`config.mk`:
```
export PLATFORM = sky130hd
export DESIGN_NAME = slot_occupancy_debounce_select
export DESIGN_NICKNAME = d
export VERILOG_FILES = /design/src/sv/sods_pkg.sv /design/src/sv/sods_slot_bank.sv /design/src/sv/slot_occupancy_debounce_select.sv
export SDC_FILE = /design/constraint.sdc
export NUM_CORES = 1
export LEC_CHECK = 0
export ABC_AREA = 1
export ABC_CLOCK_PERIOD_IN_PS = 4600
export BUFFER_PORTS_ARGS = -buffer_cell sky130_fd_sc_hd__buf_4
export CAP_MARGIN = 20
export CORE_UTILIZATION = 65
export CTS_BUF_LIST = sky130_fd_sc_hd__clkbuf_8
export CTS_CLUSTER_SIZE = 40
export DETAILED_ROUTE_END_ITERATION = 8
export PLACE_DENSITY = 0.84
export SYNTH_ARGS = -nofsm -noshare
export SYNTH_HDL_FRONTEND = slang
export SYNTH_SLANG_ARGS = --single-unit
```
`constraint.sdc`:
```
create_clock -name clk -period 4.6 [get_ports clk]
set_input_delay 1.38 -clock clk [delete_from_list [all_inputs] [get_ports clk]]
set_output_delay 1.38 -clock clk [all_outputs]
set_load 0.05 [all_outputs]
```
`src/sv/sods_pkg.sv`:
```
// Shared types, constants and helpers for the slot occupancy debounce block.
// No dependencies; imported by sods_slot_bank and slot_occupancy_debounce_select.

package sods_pkg;

	// Tray geometry
	localparam int SLOTS     = 10;                  // slots tracked
	localparam int IN_W      = 10;                  // raw occupancy field width
	localparam int STATUS_W  = 10;                  // stable status field width
	localparam int SEL_OUT_W = 4;                   // selected slot field width
	localparam int SEL_W     = $clog2(SLOTS + 1);   // holds 0..SLOTS

	// Configuration port
	localparam int CFG_IDX_W  = 2;
	localparam int CFG_DATA_W = 8;

	typedef enum logic [CFG_IDX_W-1:0] {
		REG_AI_ENABLED    = 2'd0,
		REG_SLOT_CONFIRM  = 2'd1,
		REG_FULL_CONFIRM  = 2'd2
	} cfg_reg_t;

	// Counter types
	typedef logic [3:0] run_t;
	typedef logic [7:0] full_run_t;

	localparam run_t      RUN_MAX  = 4'hF;
	localparam full_run_t FULL_MAX = 8'hFF;

	// Reset values of the registers
	localparam logic      AI_ENABLED_RST   = 1'b1;
	localparam run_t      SLOT_CONFIRM_RST = 4'd2;
	localparam full_run_t FULL_CONFIRM_RST = 8'd10;

	// Saturating increments
	function automatic run_t run_inc(input run_t v);
		return (v == RUN_MAX) ? v : run_t'(v + 4'd1);
	endfunction

	function automatic full_run_t full_inc(input full_run_t v);
		return (v == FULL_MAX) ? v : full_run_t'(v + 8'd1);
	endfunction

endpackage

```
`src/sv/sods_slot_bank.sv`:
```
// Per-slot debounce: empty and occupied run counters plus the stable state.
// Depends on sods_pkg.

module sods_slot_bank import sods_pkg::*; (
	input  logic             clk,
	input  logic             arst_n,
	input  logic             advance,     // process the frame in seen this cycle
	input  logic [SLOTS-1:0] seen,        // raw occupancy of the frame
	input  run_t             confirm,     // equal frames needed to flip
	output logic [SLOTS-1:0] stable_nxt   // stable state after this frame
);

	run_t             occ_run_q [SLOTS];
	run_t             emp_run_q [SLOTS];
	run_t             occ_run_nxt [SLOTS];
	run_t             emp_run_nxt [SLOTS];
	logic [SLOTS-1:0] stable_q;

	// Next counter values and stable state, all slots in parallel
	always_comb begin
		for (int k = 0; k < SLOTS; k++) begin
			if (seen[k]) begin
				occ_run_nxt[k] = run_inc(occ_run_q[k]);
				emp_run_nxt[k] = '0;
				stable_nxt[k]  = (occ_run_nxt[k] >= confirm) ? 1'b1 : stable_q[k];
			end else begin
				emp_run_nxt[k] = run_inc(emp_run_q[k]);
				occ_run_nxt[k] = '0;
				stable_nxt[k]  = (emp_run_nxt[k] >= confirm) ? 1'b0 : stable_q[k];
			end
		end
	end

	// State registers, all slots start empty
	always_ff @(posedge clk or negedge arst_n) begin
		if (!arst_n) begin
			for (int k = 0; k < SLOTS; k++) begin
				occ_run_q[k] <= '0;
				emp_run_q[k] <= '0;
			end
			stable_q <= '0;
		end else if (advance) begin
			for (int k = 0; k < SLOTS; k++) begin
				occ_run_q[k] <= occ_run_nxt[k];
				emp_run_q[k] <= emp_run_nxt[k];
			end
			stable_q <= stable_nxt;
		end
	end

endmodule

```
`src/sv/slot_occupancy_debounce_select.sv`:
```
// Top level: config registers, input stage, slot debounce, empty-slot select, tray-full pulse.
// Depends on sods_pkg and sods_slot_bank.
//
//  channel | signals                                        | transfer when
//  --------+------------------------------------------------+---------------------
//  in      | in_valid, in_ready, occupancy_bits             | in_valid & in_ready
//  out     | out_valid, out_ready, free_slot,               | out_valid & out_ready
//          | occ_status, tray_full_pulse                    |
//  cfg     | cfg_valid, cfg_ready, cfg_index, cfg_data      | cfg_valid & cfg_ready
//
// One frame per cycle sustained while the output is not stalled. A frame passes the input
// register, then the result register, from which its result is offered; an output stall
// holds it in the input register. The stage between the two registers holds the per-slot
// counter update, the lowest-empty search and the full-run counter.
// Frames taken while ai_enabled is low are dropped at the input register.
// Output stalls back up through the input stage; cfg_ready is always high.
// Reset clears counters, valid flags, stable status (all slots empty); cfg regs to defaults.

module slot_occupancy_debounce_select import sods_pkg::*; (
	input  logic                  clk,
	input  logic                  arst_n,
	// input frames
	input  logic                  in_valid,
	output logic                  in_ready,
	input  logic [IN_W-1:0]       occupancy_bits,
	// results
	output logic                  out_valid,
	input  logic                  out_ready,
	output logic [SEL_OUT_W-1:0]  free_slot,
	output logic [STATUS_W-1:0]   occ_status,
	output logic                  tray_full_pulse,
	// configuration writes
	input  logic                  cfg_valid,
	output logic                  cfg_ready,
	input  logic [CFG_IDX_W-1:0]  cfg_index,
	input  logic [CFG_DATA_W-1:0] cfg_data
);

	logic                  ai_enabled_q;
	run_t                  slot_confirm_q;
	full_run_t             full_confirm_q;

	logic                  valid_s1;
	logic [IN_W-1:0]       bits_s1;
	logic                  advance;

	logic [SLOTS-1:0]      seen;
	logic [SLOTS-1:0]      stable_nxt;
	logic [SEL_W-1:0]      sel;
	logic                  tray_full;
	full_run_t             full_run_q;
	full_run_t             full_run_nxt;
	logic                  change_sent_q;
	logic                  pulse;
	logic [STATUS_W-1:0]   status;

	logic                  out_valid_q;
	logic [SEL_OUT_W-1:0]  sel_q;
	logic [STATUS_W-1:0]   status_q;
	logic                  pulse_q;

	// Configuration registers
	assign cfg_ready = 1'b1;

	always_ff @(posedge clk or negedge arst_n) begin
		if (!arst_n) begin
			ai_enabled_q   <= AI_ENABLED_RST;
			slot_confirm_q <= SLOT_CONFIRM_RST;
			full_confirm_q <= FULL_CONFIRM_RST;
		end else if (cfg_valid) begin
			case (cfg_index)
				REG_AI_ENABLED:   ai_enabled_q   <= cfg_data[0];
				REG_SLOT_CONFIRM: slot_confirm_q <= cfg_data[3:0];
				REG_FULL_CONFIRM: full_confirm_q <= cfg_data;
				default: ;
			endcase
		end
	end

	// Handshake: stage 1 moves when the result register is free or draining
	assign advance  = valid_s1 && (!out_valid_q || out_ready);
	assign in_ready = !valid_s1 || advance;

	// Input register
	always_ff @(posedge clk or negedge arst_n) begin
		if (!arst_n) begin
			valid_s1 <= 1'b0;
		end else if (in_ready) begin
			valid_s1 <= in_valid && ai_enabled_q;
		end
	end

	always_ff @(posedge clk) begin
		if (in_valid && in_ready) begin
			bits_s1 <= occupancy_bits;
		end
	end

	// Slots without an input bit always read empty
	for (genvar k = 0; k < SLOTS; k++) begin : g_seen
		if (k < IN_W) begin : g_bit
			assign seen[k] = bits_s1[k];
		end else begin : g_none
			assign seen[k] = 1'b0;
		end
	end

	sods_slot_bank u_slot_bank (
		.clk        (clk),
		.arst_n     (arst_n),
		.advance    (advance),
		.seen       (seen),
		.confirm    (slot_confirm_q),
		.stable_nxt (stable_nxt)
	);

	// Lowest stable empty slot, numbered from 1
	always_comb begin
		sel = '0;
		for (int k = SLOTS - 1; k >= 0; k--) begin
			if (!stable_nxt[k]) begin
				sel = SEL_W'(k + 1);
			end
		end
	end

	assign tray_full = &stable_nxt;

	// Status vector at field width
	for (genvar j = 0; j < STATUS_W; j++) begin : g_status
		if (j < SLOTS) begin : g_slot
			assign status[j] = stable_nxt[j];
		end else begin : g_pad
			assign status[j] = 1'b0;
		end
	end

	// Full-tray run and one-shot pulse
	assign full_run_nxt = tray_full ? full_inc(full_run_q) : '0;
	assign pulse        = tray_full && (full_run_nxt >= full_confirm_q) && !change_sent_q;

	always_ff @(posedge clk or negedge arst_n) begin
		if (!arst_n) begin
			full_run_q    <= '0;
			change_sent_q <= 1'b0;
		end else if (advance) begin
			full_run_q    <= full_run_nxt;
			change_sent_q <= tray_full && (change_sent_q || pulse);
		end
	end

	// Result register
	always_ff @(posedge clk or negedge arst_n) begin
		if (!arst_n) begin
			out_valid_q <= 1'b0;
		end else if (advance) begin
			out_valid_q <= 1'b1;
		end else if (out_ready) begin
			out_valid_q <= 1'b0;
		end
	end

	always_ff @(posedge clk) begin
		if (advance) begin
			sel_q    <= SEL_OUT_W'(sel);
			status_q <= status;
			pulse_q  <= pulse;
		end
	end

	assign out_valid       = out_valid_q;
	assign free_slot       = sel_q;
	assign occ_status      = status_q;
	assign tray_full_pulse = pulse_q;

endmodule

```
==> impl_results.md <==
* Total internal power at 3.161 mW
* Flops & latches, synth at 139
* Mapped Area at 0.009457 mm2
* Drt total wl at 19600 um
* Number of distinct library cells after synthesis at 43
* Core Region at 0.01404 mm2
* Share of the synthesized area in the top cell type at 0.2911
* Post-route core utilization at 0.7366
* Ranking of synthesized cells by area: dfrtp_1, ha_1, inv_1
* # diodes at 0
* Hold WS at 498.2 ps
* Clock slew at reported path FFs at 90 ps
* I/O Pins at 43
* Die Area at 0.01503 mm2
* Async S/R FF share, synth at 0.8201
* Initial drt markers at 493
* Post-synthesis sequential area ratio at 0.3816
* Clock share of power at 0.167
* CP arrival at 3810 ps
* Largest net degree at the start of global routing at 64
* Starting Density at 0.6734
* TritonCTS clock tree: done
* Largest area contributor in the netlist: dfrtp_1
* Worst Max-Slew Pin Slew at 1103 ps
* Post-synth EDFFs at 25
* Final Max Tran Viols at 0
* Main synth FF type: dfrtp_1
* Status: complete, no violations
* CP max FO at 9
* Clk_skew at 19.72 ps
* LEAKAGE at 5.552 nW
* Global-route wire length before repair at 33050 um
* Fin crit share at 0.7749
* Sequential share of power at 0.322
* Layout Nets at 1346
* Clock buffer depth at 2
* P_sw at 2.570 mW
* Peak Freq at 280.5 MHz
* Max-cap viol count at 0
* Initial DRT Pass Iterations at 5
* Mapped Cells at 1165
* WL/cell at 13.95 um
* Sw Share at 0.4484
* Slew headroom at 0.2649
* Min-Delay Path Class: register to register
* Syn-to-layout area delta at 9.381%
* Drt via density at 5.507
* Count leader, synth: inv_1
* Placer Congestion at 0.8284
* Die height at 122.6 um
* CP Launch Type: register
* Worst EP required at 4840 ps
* Commonest cells post-synth: inv_1, nand2_1, dfrtp_1
* Worst VDD drop at 413.0 uV
* Clock insertion delay at the later pin of the skew report at 480 ps
* Clock sinks at 139
* Share of cells above drive strength 1 at 0.1176
* Port Buffers at 41
* Initial antenna violation count at 0
* Die Wd at 122.6 um
* Post-CTS setup buffers at 0
* Antenna-violating nets left at 0
* Setup total negative slack at 0 ps
* Htree depth at 4
* Row Count at 43
* Synth Net Count at 1299
* Global Route Usage Sum at 0.2830
* Hold violation count in the final report at 0
* Mean Syn Cell Area at 8.117 um2
* CTS root buffer: clkbuf_8
* Comb pwr share at 0.511
* Inserted Clock Buffers at 17
* Drt drc at 0
* Period minus WS final at 3565 ps
* Total gr overflow at 0
* Count of cells resized by post-cts repair at 0
* Post-detail-place hpwl at 13820 um
* Critical path type: register to register
* Critical path capture point type: register
* RSZ-0062 raised after global routing: false
* Vias in the first global route at 7420
* Pwr per Cell Area at 554.0 mW/mm2
* Overall Power at 5.731 mW
* Setup Viol. Count Final at 0
* Via Count at 7737
* Synth warn at 0
* Cts hold-fix bufs at 0
## cells by family after synthesis
| logic type | Yosys count | share of synthesized area |
|---|---|---|
| and+or+nand+nor | 408 | 0.2125 |
| buffers and inverters | 275 | 0.1113 |
| AOI/OAI and AO/OA | 209 | 0.1278 |
| DFF | 139 | 0.3816 |
| adders and majority gates | 109 | 0.1442 |
| xor gates and xnor gates | 24 | 0.02223 |
| other | 1 | 0.0003965 |
## power by group through the flow
| stage | Clock, mW | Sequential (mW) | Combinational, mW |
|---|---|---|---|
| floorplan | 0 | 1.91 | 2.22 |
| global placement | 0 | 1.85 | 2.77 |
| detailed placement | 0 | 1.86 | 2.90 |
| CTS | 0.971 | 1.84 | 2.93 |
| global route | 1.02 | 1.89 | 3.32 |
| finish | 0.954 | 1.85 | 2.93 |
## metal layers
metal / global-route usage / vias up / part of all wire
li1: - / 3915 / -
met1: 0.3481 / 3660 / 0.46
met2: 0.4824 / 127 / 0.48
met3: 0.06877 / 35 / 0.040
met4: 0.1006 / 0 / 0.020
met5: 0 / - / 0
## placed cells by master, fill, tap and decap left out, types with 8 or more instances in the layout
master and n:
dfrtp_1 110, a21oi_1 45, nand4_1 28, inv_2 9, o21a_1 14, edfxtp_1 25, o21bai_1 8, nor3_1 21
buf_4 44, o22ai_1 64, o21ai_0 66, inv_1 246, nor2_1 63, nand2_2 10, nand3_1 41, nand2_1 207
nand2_4 10, clkbuf_8 17, ha_1 109, xor2_1 22
## through the flow
| step | cells | instance area, um2 | worst slack (ps) |
|---|---|---|---|
| after floorplan | 1165 | 9457 | 1379 |
| after global placement | 1373 | 9970 | 1128 |
| after detailed placement | 1373 | 9970 | 1110 |
| after CTS | 1405 | 10340 | 1049 |
| after global routing | 1405 | 10340 | 767.8 |
| final | 1405 | 10340 | 1035 |
## final timing paths
kind                                           startpoint                   endpoint  slack [ps]  depth (start not counted)
worst min register to register          full_confirm_q[3]          full_confirm_q[3]         500                          2
worst min-delay path                    full_confirm_q[3]          full_confirm_q[3]         500                          2
max in group asynchronous                          arst_n  u_slot_bank.emp_run_q[16]        2860                          2
worst max register to register  u_slot_bank.emp_run_q[24]            tray_full_pulse        1040                         21
worst max-delay path            u_slot_bank.emp_run_q[24]            tray_full_pulse        1040                         21
min in group asynchronous                          arst_n  u_slot_bank.occ_run_q[34]         970                          1
## critical path: stages, from the launching register on
cell       delay, ps
dfrtp_1          390
ha_1             180
nand2_1           90
nor2_1           200
inv_1             80
o21ai_0          300
ha_1             320
inv_1             60
o21bai_1          60
nand3_1           80
nand4_2          100
nand2_2          130
nand2_2          120
nor2_8           110
nand3_4          130
a21oi_1          150
ha_1             250
a21oi_1          130
o21ai_0           80
nand2_1           60
o2111ai_1        100
nor3b_2          170
## area by class of cell
class	instances	area, um2
Multi-Input combinational cell	751	4796
Clock inverter	15	140.1
Sequential cell	139	3608
Tap cell	180	225.2
Clock buffer	17	234.0
Timing Repair Buffer	46	370.4
Inverter	257	969.7
Fill cell	1028	3699
## state kept, by name (all words and copies together) (netlist names)
signal and count:
ai_enabled_q 1, bits_s1 10, change_sent_q 1, free_slot 4, full_confirm_q 8, full_run_q 8
occ_status 10, out_valid 1, slot_confirm_q 4, tray_full_pulse 1, u_slot_bank.emp_run_q 40, u_slot_bank.occ_run_q 40
u_slot_bank.stable_q 10, valid_s1 1
Note: power is estimated with default switching activity, not from simulation.
